==> config.mk <==
export PLATFORM = sky130hd
export DESIGN_NAME = stereo_gain_smooth_biquad_mixer
export DESIGN_NICKNAME = d
export VERILOG_FILES = /design/src/sv/sgsbm_pkg.sv /design/src/sv/sgsbm_datapath.sv /design/src/sv/stereo_gain_smooth_biquad_mixer.sv
export SDC_FILE = /design/constraint.sdc
export NUM_CORES = 2
export LEC_CHECK = 0
export ABC_AREA = 1
export BUFFER_PORTS_ARGS = -buffer_cell sky130_fd_sc_hd__buf_2
export CAP_MARGIN = 0
export CORE_MARGIN = 3
export CORE_UTILIZATION = 45
export CTS_CLUSTER_DIAMETER = 30
export DETAILED_ROUTE_END_ITERATION = 16
export GPL_ROUTABILITY_DRIVEN = 0
export SYNTH_ARGS = -nofsm -noshare
export SYNTH_HDL_FRONTEND = slang
export SYNTH_SLANG_ARGS = --single-unit
==> constraint.sdc <==
create_clock -name clk -period 20 [get_ports clk]
set_input_delay 1 -clock clk [delete_from_list [all_inputs] [get_ports clk]]
set_output_delay 1 -clock clk [all_outputs]
set_load 0.02 [all_outputs]
==> src/sv/sgsbm_pkg.sv <==
// Shared types, codes and the microcode program of the stereo gain/biquad mixer.
// No dependencies; imported by sgsbm_datapath and the top level.
`timescale 1ns / 1ps

package sgsbm_pkg;

  // Smoothing step, 655/65536 per frame, as a multiplier operand
  localparam logic signed [24:0] SMOOTH_STEP = 25'sd655;

  // Reset value of the output gain (unity in Q2.14)
  localparam logic [15:0] OUT_GAIN_RESET = 16'd16384;

  // Register indexes on the configuration port
  localparam logic [2:0] REG_FEED_0     = 3'd0;
  localparam logic [2:0] REG_FEED_1     = 3'd1;
  localparam logic [2:0] REG_FEED_2     = 3'd2;
  localparam logic [2:0] REG_BACK_1     = 3'd3;
  localparam logic [2:0] REG_BACK_2     = 3'd4;
  localparam logic [2:0] REG_LEFT_GAIN  = 3'd5;
  localparam logic [2:0] REG_RIGHT_GAIN = 3'd6;
  localparam logic [2:0] REG_OUT_GAIN   = 3'd7;

  // Multiplier operand pairs
  typedef logic [2:0] mul_sel_t;
  localparam mul_sel_t MS_SMOOTH = 3'd0;  // (target - gain) * step
  localparam mul_sel_t MS_GAIN   = 3'd1;  // sample * gain
  localparam mul_sel_t MS_A0     = 3'd2;  // a0 * x
  localparam mul_sel_t MS_A1     = 3'd3;  // a1 * x1
  localparam mul_sel_t MS_A2     = 3'd4;  // a2 * x2
  localparam mul_sel_t MS_B1     = 3'd5;  // b1 * y1
  localparam mul_sel_t MS_B2     = 3'd6;  // b2 * y2
  localparam mul_sel_t MS_OUT    = 3'd7;  // y * output gain

  // Accumulator operations on the product register
  typedef logic [1:0] acc_op_t;
  localparam acc_op_t ACC_HOLD  = 2'd0;
  localparam acc_op_t ACC_LOAD8 = 2'd1;  // acc = p << 8
  localparam acc_op_t ACC_ADD8  = 2'd2;  // acc += p << 8
  localparam acc_op_t ACC_SUB   = 2'd3;  // acc -= p

  // Write-back targets
  typedef logic [2:0] wb_t;
  localparam wb_t WB_NONE = 3'd0;
  localparam wb_t WB_GAIN = 3'd1;  // smoothed gain from product
  localparam wb_t WB_X    = 3'd2;  // filter input from product
  localparam wb_t WB_Y    = 3'd3;  // filter output from accumulator, shift history
  localparam wb_t WB_OUT  = 3'd4;  // mixed result from product

  typedef logic [3:0] step_t;
  localparam step_t STEP_FIRST = 4'd0;

  // One control word of the program
  typedef struct packed {
    mul_sel_t mul_sel;
    acc_op_t  acc_op;
    wb_t      wb;
    logic     last;
  } ucw_t;

  // Control toward the datapath
  typedef struct packed {
    logic     en;
    logic     ch;
    mul_sel_t mul_sel;
    acc_op_t  acc_op;
    wb_t      wb;
  } ctl_t;

  // Per-channel program; the multiplier result is registered, so each
  // product is used one step after it is issued.
  function automatic ucw_t ucode(input step_t step);
    ucw_t w;
    begin
      w.mul_sel = MS_SMOOTH;
      w.acc_op  = ACC_HOLD;
      w.wb      = WB_NONE;
      w.last    = 1'b0;
      case (step)
        4'd0:  w.mul_sel = MS_SMOOTH;
        4'd1:  w.wb = WB_GAIN;
        4'd2:  w.mul_sel = MS_GAIN;
        4'd3:  w.wb = WB_X;
        4'd4:  w.mul_sel = MS_A0;
        4'd5:  begin
          w.mul_sel = MS_A1;
          w.acc_op  = ACC_LOAD8;
        end
        4'd6:  begin
          w.mul_sel = MS_A2;
          w.acc_op  = ACC_ADD8;
        end
        4'd7:  begin
          w.mul_sel = MS_B1;
          w.acc_op  = ACC_ADD8;
        end
        4'd8:  begin
          w.mul_sel = MS_B2;
          w.acc_op  = ACC_SUB;
        end
        4'd9:  w.acc_op = ACC_SUB;
        4'd10: w.wb = WB_Y;
        4'd11: w.mul_sel = MS_OUT;
        4'd12: begin
          w.wb   = WB_OUT;
          w.last = 1'b1;
        end
        default: w.last = 1'b1;
      endcase
      return w;
    end
  endfunction

endpackage

==> src/sv/sgsbm_datapath.sv <==
// Datapath of the mixer: shared 25x25 multiplier, 56-bit accumulator,
// smoothed gains and per-channel biquad history. Depends on sgsbm_pkg.
`timescale 1ns / 1ps

module sgsbm_datapath (
  input  logic                clk,
  input  logic                rst,
  input  sgsbm_pkg::ctl_t     ctl,
  input  logic signed [23:0]  coef_feed_0,
  input  logic signed [23:0]  coef_feed_1,
  input  logic signed [23:0]  coef_feed_2,
  input  logic signed [23:0]  coef_back_1,
  input  logic signed [23:0]  coef_back_2,
  input  logic [15:0]         left_target_gain,
  input  logic [15:0]         right_target_gain,
  input  logic [15:0]         output_gain,
  input  logic signed [15:0]  left_smp,
  input  logic signed [15:0]  right_smp,
  input  logic signed [23:0]  left_mix,
  input  logic signed [23:0]  right_mix,
  input  logic                acc_on,
  output logic signed [23:0]  res_left,
  output logic signed [23:0]  res_now
);
  import sgsbm_pkg::*;

  logic [23:0]        gain_l;
  logic [23:0]        gain_r;
  logic signed [15:0] x1 [2];
  logic signed [15:0] x2 [2];
  logic signed [23:0] y1 [2];
  logic signed [23:0] y2 [2];
  logic signed [15:0] xcur;
  logic signed [49:0] p;
  logic signed [55:0] acc;

  logic [23:0]        gain_cur;
  logic [15:0]        tgt;
  logic signed [15:0] smp;
  logic signed [23:0] mix;
  logic signed [24:0] diff;
  logic signed [24:0] opa;
  logic signed [24:0] opb;
  logic signed [55:0] p_ext;

  logic signed [49:0] gr;
  logic signed [26:0] gsum;
  logic [23:0]        gain_next;
  logic signed [49:0] xr;
  logic signed [15:0] x_next;
  logic signed [55:0] yr;
  logic signed [23:0] y_next;
  logic signed [49:0] sr;
  logic signed [49:0] osum;

  // Pick the channel's operands
  always_comb begin
    gain_cur = ctl.ch ? gain_r : gain_l;
    tgt      = ctl.ch ? right_target_gain : left_target_gain;
    smp      = ctl.ch ? right_smp : left_smp;
    mix      = ctl.ch ? right_mix : left_mix;
    diff     = $signed({1'b0, tgt, 8'b0}) - $signed({1'b0, gain_cur});
  end

  // Operand mux of the shared multiplier
  always_comb begin
    case (ctl.mul_sel)
      MS_SMOOTH: begin
        opa = diff;
        opb = SMOOTH_STEP;
      end
      MS_GAIN: begin
        opa = {{9{smp[15]}}, smp};
        opb = $signed({1'b0, gain_cur});
      end
      MS_A0: begin
        opa = {coef_feed_0[23], coef_feed_0};
        opb = {{9{xcur[15]}}, xcur};
      end
      MS_A1: begin
        opa = {coef_feed_1[23], coef_feed_1};
        opb = {{9{x1[ctl.ch][15]}}, x1[ctl.ch]};
      end
      MS_A2: begin
        opa = {coef_feed_2[23], coef_feed_2};
        opb = {{9{x2[ctl.ch][15]}}, x2[ctl.ch]};
      end
      MS_B1: begin
        opa = {coef_back_1[23], coef_back_1};
        opb = {y1[ctl.ch][23], y1[ctl.ch]};
      end
      MS_B2: begin
        opa = {coef_back_2[23], coef_back_2};
        opb = {y2[ctl.ch][23], y2[ctl.ch]};
      end
      MS_OUT: begin
        opa = {y1[ctl.ch][23], y1[ctl.ch]};
        opb = $signed({9'b0, output_gain});
      end
      default: begin
        opa = '0;
        opb = '0;
      end
    endcase
  end

  // Register the product and run the accumulator
  assign p_ext = {{6{p[49]}}, p};

  always_ff @(posedge clk) begin
    if (ctl.en) begin
      p <= opa * opb;
      case (ctl.acc_op)
        ACC_LOAD8: acc <= p_ext <<< 8;
        ACC_ADD8:  acc <= acc + (p_ext <<< 8);
        ACC_SUB:   acc <= acc - p_ext;
        default:   acc <= acc;
      endcase
    end
  end

  // Write-back values: round half up, then clamp or saturate
  always_comb begin
    gr   = (p + 50'sd32768) >>> 16;
    gsum = $signed({3'b0, gain_cur}) + gr[26:0];
    if (gsum[26]) begin
      gain_next = '0;
    end else if (gsum[25:24] != 2'b00) begin
      gain_next = 24'hFFFFFF;
    end else begin
      gain_next = gsum[23:0];
    end

    xr = (p + 50'sd2097152) >>> 22;
    if (xr > 50'sd32767) begin
      x_next = 16'sh7FFF;
    end else if (xr < -50'sd32768) begin
      x_next = -16'sh8000;
    end else begin
      x_next = xr[15:0];
    end

    yr = (acc + 56'sd524288) >>> 20;
    if (yr > 56'sd8388607) begin
      y_next = 24'sh7FFFFF;
    end else if (yr < -56'sd8388608) begin
      y_next = -24'sh800000;
    end else begin
      y_next = yr[23:0];
    end

    sr   = (p + 50'sd8192) >>> 14;
    osum = sr + (acc_on ? {{26{mix[23]}}, mix} : 50'sd0);
    if (osum > 50'sd8388607) begin
      res_now = 24'sh7FFFFF;
    end else if (osum < -50'sd8388608) begin
      res_now = -24'sh800000;
    end else begin
      res_now = osum[23:0];
    end
  end

  // Gain and history state
  always_ff @(posedge clk) begin
    if (rst) begin
      gain_l <= '0;
      gain_r <= '0;
      for (int i = 0; i < 2; i++) begin
        x1[i] <= '0;
        x2[i] <= '0;
        y1[i] <= '0;
        y2[i] <= '0;
      end
    end else if (ctl.en) begin
      case (ctl.wb)
        WB_GAIN: begin
          if (ctl.ch) begin
            gain_r <= gain_next;
          end else begin
            gain_l <= gain_next;
          end
        end
        WB_Y: begin
          x2[ctl.ch] <= x1[ctl.ch];
          x1[ctl.ch] <= xcur;
          y2[ctl.ch] <= y1[ctl.ch];
          y1[ctl.ch] <= y_next;
        end
        default: ;
      endcase
    end
  end

  // Current filter input and held left result
  always_ff @(posedge clk) begin
    if (ctl.en && ctl.wb == WB_X) begin
      xcur <= x_next;
    end
    if (ctl.en && ctl.wb == WB_OUT && !ctl.ch) begin
      res_left <= res_now;
    end
  end

endmodule

==> src/sv/stereo_gain_smooth_biquad_mixer.sv <==
// Top level of the stereo gain-smoothing biquad mixer: request handshake,
// APB register file and the microcode sequencer. Depends on sgsbm_pkg and
// sgsbm_datapath.
`timescale 1ns / 1ps

// A frame is taken when in_valid is high and in_stall low; in_stall stays
// high while the frame is worked. Each frame runs a 13-step program twice,
// once per channel, on one shared 25x25 multiplier, so a new frame is not
// taken until the previous frame's program has finished. The result
// sits in an output register while the next frame runs; only when a result
// is still unclaimed at the end of a frame does the sequencer wait on its
// last step. Register writes belong to idle periods between frames.

module stereo_gain_smooth_biquad_mixer (
  input  logic               clk,
  input  logic               rst,
  // input request
  input  logic               in_valid,
  output logic               in_stall,
  input  logic signed [15:0] left_sample,
  input  logic signed [15:0] right_sample,
  input  logic signed [23:0] left_mix_in,
  input  logic signed [23:0] right_mix_in,
  input  logic               accumulate,
  input  logic               frame_last,
  // output request
  output logic               out_valid,
  input  logic               out_stall,
  output logic signed [23:0] left_out,
  output logic signed [23:0] right_out,
  output logic               frame_last_out,
  // configuration
  input  logic               psel,
  input  logic               penable,
  input  logic               pwrite,
  input  logic [4:0]         paddr,
  input  logic [31:0]        pwdata,
  output logic [31:0]        prdata,
  output logic               pready
);
  import sgsbm_pkg::*;

  logic signed [23:0] coef_feed_0;
  logic signed [23:0] coef_feed_1;
  logic signed [23:0] coef_feed_2;
  logic signed [23:0] coef_back_1;
  logic signed [23:0] coef_back_2;
  logic [15:0]        left_target_gain;
  logic [15:0]        right_target_gain;
  logic [15:0]        output_gain;

  logic signed [15:0] left_smp;
  logic signed [15:0] right_smp;
  logic signed [23:0] left_mix;
  logic signed [23:0] right_mix;
  logic               acc_on;
  logic               last_flag;

  logic               running;
  logic               ch;
  step_t              step;
  ucw_t               uc;
  logic               hold;
  logic               adv;
  logic               finish;
  ctl_t               ctl;
  logic [2:0]         reg_idx;
  logic signed [23:0] res_left;
  logic signed [23:0] res_now;

  // Register file
  assign pready  = 1'b1;
  assign reg_idx = paddr[4:2];

  always_ff @(posedge clk) begin
    if (rst) begin
      coef_feed_0       <= '0;
      coef_feed_1       <= '0;
      coef_feed_2       <= '0;
      coef_back_1       <= '0;
      coef_back_2       <= '0;
      left_target_gain  <= '0;
      right_target_gain <= '0;
      output_gain       <= OUT_GAIN_RESET;
    end else if (psel && penable && pwrite && pready) begin
      case (reg_idx)
        REG_FEED_0:     coef_feed_0       <= pwdata[23:0];
        REG_FEED_1:     coef_feed_1       <= pwdata[23:0];
        REG_FEED_2:     coef_feed_2       <= pwdata[23:0];
        REG_BACK_1:     coef_back_1       <= pwdata[23:0];
        REG_BACK_2:     coef_back_2       <= pwdata[23:0];
        REG_LEFT_GAIN:  left_target_gain  <= pwdata[15:0];
        REG_RIGHT_GAIN: right_target_gain <= pwdata[15:0];
        REG_OUT_GAIN:   output_gain       <= pwdata[15:0];
        default: ;
      endcase
    end
  end

  // Read back
  always_comb begin
    case (reg_idx)
      REG_FEED_0:     prdata = {8'b0, coef_feed_0};
      REG_FEED_1:     prdata = {8'b0, coef_feed_1};
      REG_FEED_2:     prdata = {8'b0, coef_feed_2};
      REG_BACK_1:     prdata = {8'b0, coef_back_1};
      REG_BACK_2:     prdata = {8'b0, coef_back_2};
      REG_LEFT_GAIN:  prdata = {16'b0, left_target_gain};
      REG_RIGHT_GAIN: prdata = {16'b0, right_target_gain};
      REG_OUT_GAIN:   prdata = {16'b0, output_gain};
      default:        prdata = '0;
    endcase
  end

  // Sequencer control
  assign in_stall = running;
  assign uc       = ucode(step);
  assign hold     = running && uc.last && ch && out_valid && out_stall;
  assign adv      = running && !hold;
  assign finish   = adv && uc.last && ch;

  assign ctl.en      = adv;
  assign ctl.ch      = ch;
  assign ctl.mul_sel = uc.mul_sel;
  assign ctl.acc_op  = uc.acc_op;
  assign ctl.wb      = uc.wb;

  // Advance the step counter; jump back for the second channel
  always_ff @(posedge clk) begin
    if (rst) begin
      running <= 1'b0;
      ch      <= 1'b0;
      step    <= STEP_FIRST;
    end else if (in_valid && !in_stall) begin
      running <= 1'b1;
      ch      <= 1'b0;
      step    <= STEP_FIRST;
    end else if (adv) begin
      if (uc.last) begin
        step <= STEP_FIRST;
        if (ch) begin
          running <= 1'b0;
        end else begin
          ch <= 1'b1;
        end
      end else begin
        step <= step + 4'd1;
      end
    end
  end

  // Capture the frame
  always_ff @(posedge clk) begin
    if (in_valid && !in_stall) begin
      left_smp  <= left_sample;
      right_smp <= right_sample;
      left_mix  <= left_mix_in;
      right_mix <= right_mix_in;
      acc_on    <= accumulate;
      last_flag <= frame_last;
    end
  end

  // Output register
  always_ff @(posedge clk) begin
    if (rst) begin
      out_valid <= 1'b0;
    end else if (finish) begin
      out_valid <= 1'b1;
    end else if (out_valid && !out_stall) begin
      out_valid <= 1'b0;
    end
  end

  always_ff @(posedge clk) begin
    if (finish) begin
      left_out       <= res_left;
      right_out      <= res_now;
      frame_last_out <= last_flag;
    end
  end

  sgsbm_datapath u_datapath (
    .clk               (clk),
    .rst               (rst),
    .ctl               (ctl),
    .coef_feed_0       (coef_feed_0),
    .coef_feed_1       (coef_feed_1),
    .coef_feed_2       (coef_feed_2),
    .coef_back_1       (coef_back_1),
    .coef_back_2       (coef_back_2),
    .left_target_gain  (left_target_gain),
    .right_target_gain (right_target_gain),
    .output_gain       (output_gain),
    .left_smp          (left_smp),
    .right_smp         (right_smp),
    .left_mix          (left_mix),
    .right_mix         (right_mix),
    .acc_on            (acc_on),
    .res_left          (res_left),
    .res_now           (res_now)
  );

endmodule
Word-level counts from Yosys, hierarchy flattened

Memory sizes are Yosys's and may differ from the RTL's. A register that Yosys moved wholly into a read port is not among the register bits.
Index checks and enable logic that the tools add are counted.

Bits in registers: 500
RAM bits: 160
Output and inout bits: 84
Logic and storage cells: 184
Memories: 4

Add/sub/neg operators: 10
$mul: 1
Magnitude comparators: 6
Equal/unequal tests: 34
Multiplexer cells: 53
Bitwise logic cells: 2
Reductions and logical operators: 47

Memories:

| memory        | depth | bits a word | read ports | clocked after memory_dff | write ports | line                 | source |
|---|---|---|---|---|---|---|---|
| u_datapath.y1 | 2     | 24          | 1          | 1                        | 2           | sgsbm_datapath.sv:31 | `logic signed [23:0] y1 [2];` |
| u_datapath.y2 | 2     | 24          | 1          | 1                        | 2           | sgsbm_datapath.sv:32 | `logic signed [23:0] y2 [2];` |
| u_datapath.x1 | 2     | 16          | 1          | 1                        | 2           | sgsbm_datapath.sv:29 | `logic signed [15:0] x1 [2];` |
| u_datapath.x2 | 2     | 16          | 1          | 1                        | 2           | sgsbm_datapath.sv:30 | `logic signed [15:0] x2 [2];` |

Operators with widths:

| kind                                                            | number |
|---|---|
| one-hot mux 25 bit (8 select lines)                             | 2 |
| one-hot mux 32 bit (8 select lines)                             | 1 |
| two-way mux 24 bit                                              | 10 |
| one-hot mux 56 bit (3 select lines)                             | 1 |
| two-way mux 16 bit                                              | 5 |
| adder 56 x 21 -> 56 bit, second input constant                  | 1 |
| adder 56 bit                                                    | 1 |
| subtractor 56 x 50 -> 56 bit                                    | 1 |
| adder 50 x 15 -> 50 bit, second input constant                  | 1 |
| adder 50 x 23 -> 50 bit, second input constant                  | 1 |
| adder 50 bit                                                    | 1 |
| greater-than comparator 50 x 24 -> 1 bit, second input constant | 1 |
| < comparator 50 x 24 -> 1 bit, second input constant            | 1 |
| multiplier 25 x 25 -> 50 bit                                    | 1 |
| two-way mux 50 bit                                              | 1 |
| OR reduction 24 bit                                             | 2 |
| adder 43 x 17 -> 43 bit, second input constant                  | 1 |
| greater-than comparator 36 x 24 -> 1 bit, second input constant | 1 |
| < comparator 36 x 24 -> 1 bit, second input constant            | 1 |
| OR reduction 16 bit                                             | 2 |
| two-way mux 1 bit                                               | 29 |
| greater-than comparator 28 x 16 -> 1 bit, second input constant | 1 |
| < comparator 28 x 16 -> 1 bit, second input constant            | 1 |
| adder 24 x 27 -> 27 bit                                         | 1 |
| 27 further kinds                                                | 85 |

Depth between registers and ports, before layout

Depth after elaboration: 14
Depth in mapped cells: 50
Depth with buffers taken out: 45

By module

A second synthesis with hierarchy kept.

Cells, all modules: 8853
Area total of the unflattened synthesis: 67836.3 sq um

By module, submodules not included:

| module                          | instances | cells an instance | area each (sq um) |
|---|---|---|---|
| sgsbm_datapath                  | 1         | 7521              | 55690.9 |
| stereo_gain_smooth_biquad_mixer | 1         | 1332              | 12145.4 |

Worst setup path before layout

Ideal clock, no wire load.

Path type: reg2reg
From: register ch
To: register u_datapath.p[47], data pin
Data arrival time: 9409 ps
Required time: 19736 ps
Path slack: 10327 ps
Cell stages (with the launch flop): 39
Buffers on the path: 5
Period minus slack after synthesis: 9673 ps
Cell sequence: dfxtp_1 -> buf_6 -> clkbuf_1 -> clkbuf_1 -> clkbuf_1 -> clkbuf_1 -> nand2_1 -> o21ai_0 -> ha_1 -> a21oi_1 -> o21ai_0 -> a21oi_1 -> nor2_1 -> a211oi_1 -> nand2_1 -> nand3_1 -> a21o_1 -> nand3_1 -> [... 3 more ...] -> inv_1 -> fa_1 -> inv_1 -> fa_1 -> fa_1 -> fa_1 -> inv_1 -> fa_1 -> inv_1 -> ha_1 -> nand2_1 -> nor2_1 -> inv_1 -> nor4_1 -> nand3_1 -> nand3_1 -> a31oi_1 -> xor2_1

Word-level cells in the longest chain between the ends: 4
Elaborated cells on any way between the ends: 7
Those cells by class: add/sub (1); mul (1); mux (5)

Ends and longest elaborated chain:

| item                                                     | line                                       | source |
|---|---|---|
| start: declaration                                       | stereo_gain_smooth_biquad_mixer.sv:60      | `logic ch;` |
| start signal: assignment                                 | stereo_gain_smooth_biquad_mixer.sv:132     | `ch <= 1'b0;` |
| start signal: assignment                                 | stereo_gain_smooth_biquad_mixer.sv:136     | `ch <= 1'b0;` |
| start signal: assignment                                 | stereo_gain_smooth_biquad_mixer.sv:144     | `ch <= 1'b1;` |
| two-way mux 24 bit or two-way mux 16 bit (tied branches) | sgsbm_datapath.sv:58, sgsbm_datapath.sv:59 |  |
| subtractor 24 x 24 -> 25 bit                             | sgsbm_datapath.sv:62                       | `diff = $signed({1'b0, tgt, 8'b0}) - $signed({1'b0, gain_cur});` |
| one-hot mux 25 bit (8 select lines)                      | sgsbm_datapath.sv:67                       | `case (ctl.mul_sel)` |
| multiplier 25 x 25 -> 50 bit *                           | sgsbm_datapath.sv:112                      | `p <= opa * opb;` |
| end signal: assignment                                   | sgsbm_datapath.sv:112                      |  |
| end: declaration                                         | sgsbm_datapath.sv:34                       | `logic signed [49:0] p;` |

Every way passes the cells marked *; elsewhere a longest branch is shown, timed or not.
A chain may end at the register's enable or synchronous reset.

Worst setup path in the final report

Ends and elaborated chain as after synthesis.

==> impl_metrics.ini <==
[setup_path]
critPathSlowestCell = fa_1
crit_path_max_incr_delay_ps = 1000
path_buf_inv = 9
cp_max_fo = 58
crit_family = adder cells
crit_path_end_kind = register
crit_required_ps = 20480
cp.arrival_ps = 12460
cp_common_cell = fa_1
critical_path_class = register to register
startpoint_type = register
rr_worst_depth = 36
worstSetupPathDepth = 36

[layout]
syn2layout_area_growth_pct = 12.5
drive_above_1_share_pct = 8.41
layout_commonest_cell = nand2_1
final_cell_mix = nand2_1 (1,570), inv_1 (1,459), nor2_1 (1,048)
n_fill_cell = 14000
fin_nets = 9695

[synthesis]
synth_cells = 8427
ys.warnings.count = 0
synth_edf_count = 437
synth_compound_area_share_pct = 13.1
synth-async-reset-ratio_pct = 0
synth_area_sq_um = 66100
synth_mux_area_share_pct = 0.515
synth_simple_gate_area_share_pct = 19.9
synth-main-ff-cell = edfxtp_1
synth.distinct_cells = 65
syn_avg_cell_area_sq_um = 7.84
ys_seq_elements = 661
synth_fa_ha_area_share_pct = 26.3
synth_xor_area_share_pct = 2.81
synth_seq_area_share_pct = 26.7
synth_top_family_by_area = adder cells

[die]
die_area_sq_um = 151000
die_x_um = 389
row_count = 139
initial_core_util_pct = 45.7
core_area_sq_um = 145000
fp.dieH_um = 389
ios = 210

[grt]
antenna_found_initial = 3
grt_pass1_wl_mm = 353
grt_overflow = 0
grt_pass1_vias = 58600
groute.usage.overall_pct = 30.6
grt_max_degree = 118

[place]
place_hpwl_mm = 180
numPortBuffers = 190

[routing]
drt_iter0_drc = 6216
vias_per_cell = 5.66
num_vias = 60000
routed_wl_mm = 235
drcViolationCount = 0
wire_per_inst_um = 22.1
ant_nets = 0
dr.pass1.iters = 7

[cts]
cts_buffer_depth = 3
hold_buffers = 0
insertion_delay_ps = 770
cts_tree = done
cts_buffers = 147
clk_pin_slew_ps = 50
post_cts_resized = 0
cts_sinks = 661
cts_setup_buffers = 0
cts_max_level = 4
cts-root-buf = clkbuf_16

[timing]
setup_tns_ps = 0
rsz0062_at_grt = false
min_period_ps = 11990
fmax_mhz = 83.4
min_period_over_period_pct = 59.9
maxSlewViolCount = 0
finalHoldViolations = 0
worst_pin_slew_ps = 1190
setup_viol = 0
clock_skew_ps = 62.8
relSlewSlack_pct = 19.8

[run]
max_cap_viol_count = 0

[run_status]
status = complete, no violations

[worst_hold_path]
hp-class = input pin to register
hold_depth = 1
## kinds of logic (layout without fill, tap and decap cells)
| logic type | count (synthesis) | count (layout) |
|---|---|---|
| AO/OA/AOI/OAI | 1525 | 1525 |
| buffers and inverters | 1808 | 2077 |
| flip-flops | 661 | 661 |
| other | 2 | 12 |
| multiplexers | 34 | 34 |
| adder cells (fa/ha/maj) | 990 | 990 |
| AND/OR/NAND/NOR | 3196 | 3196 |
| XOR/XNOR | 211 | 211 |
## cell usage after synthesis (42+ instances only)
library cell	n	area share, %
a21oi_1	565	4.3
fa_1	663	20
nor3_1	82	0.62
nand2_1	1572	8.9
a221oi_1	42	0.56
inv_1	1463	8.3
ha_1	327	6.2
o21ai_0	541	4.1
nor2_1	1051	6.0
or2_2	69	0.65
edfxtp_1	437	20
a31oi_1	47	0.45
dfxtp_1	224	6.8
nand3_1	251	1.9
clkbuf_1	135	0.77
inv_2	52	0.30
xnor2_1	58	0.77
o211ai_1	65	0.74
buf_2	123	0.93
xor2_1	152	2.0
o22ai_1	81	0.77
nand4_1	75	0.71
## final cells by class
class,count,area [sq um],area share (%)
multi-input cells,5965,41700,56.1
flip-flops and latches,661,17600,23.7
inverters,1520,5710,7.68
clock buffers,179,3900,5.25
well taps,1903,2380,3.20
repair buffers,284,1660,2.23
clock inverters,94,1380,1.86
diodes,3,7.51,0.0101
## flip-flops by register name (all words and copies together) (netlist names), 32 cells and up, named ones only
register / cells
u_datapath.x1: 32
u_datapath.x2: 32
u_datapath.y2: 48
u_datapath.p: 50
u_datapath.acc: 56
u_datapath.y1: 48
## worst paths after layout
kind,from,end,slack [ps]
setup / recovery,ch$_SDFFE_PP0P_,u_datapath.p[47]$_DFFE_PP_,8010
hold / removal,right_sample[14],right_smp[14]$_DFFE_PP_,400
setup reg to reg,ch$_SDFFE_PP0P_,u_datapath.p[47]$_DFFE_PP_,8010
hold reg to reg,u_datapath.res_left[1]$_DFFE_PP_,left_out[1]$_DFFE_PP_,410
## per-layer routing
layer	part of all wire [%]	wire, um	up-vias	GRT usage, %
met1	39	92600	29000	39.9
li1	-	-	27400	-
met3	9.9	23300	631	6.60
met2	45	107000	2998	48.6
met5	0.0051	12	-	0
met4	5.1	12100	2	14.2
## worst reg2reg max path, delay by kind of cell, from the launching register on
family / cells / cell delay (ps)
adders and majority gates: 9 / 4950
AOI/OAI and AO/OA: 7 / 1420
buffers and inverters: 9 / 2330
DFF: 1 / 800
xor gates and xnor gates: 1 / 160
and+or+nand+nor: 10 / 2030
## per-stage QoR
stage | setup slack [ps] | utilization, % | instances | instance area (sq um) | hold WS [ps]
6_report | 8010 | 51.4 | 10600 | 74300 | 398
5_1_grt | 7170 | 51.4 | 10600 | 74300 | 366
4_1_cts | 8040 | 51.4 | 10600 | 74300 | 346
3_5_place_dp | 8120 | 47.7 | 10300 | 69000 | 405
3_3_place_gp | 8210 | 47.7 | 10300 | 69000 | 403
2_1_floorplan | 10330 | - | 8434 | 66100 | 400
Power is left out: the tool's default activity adds up to more than one toggle a clock period on the data nets, which glitch-free logic cannot reach.
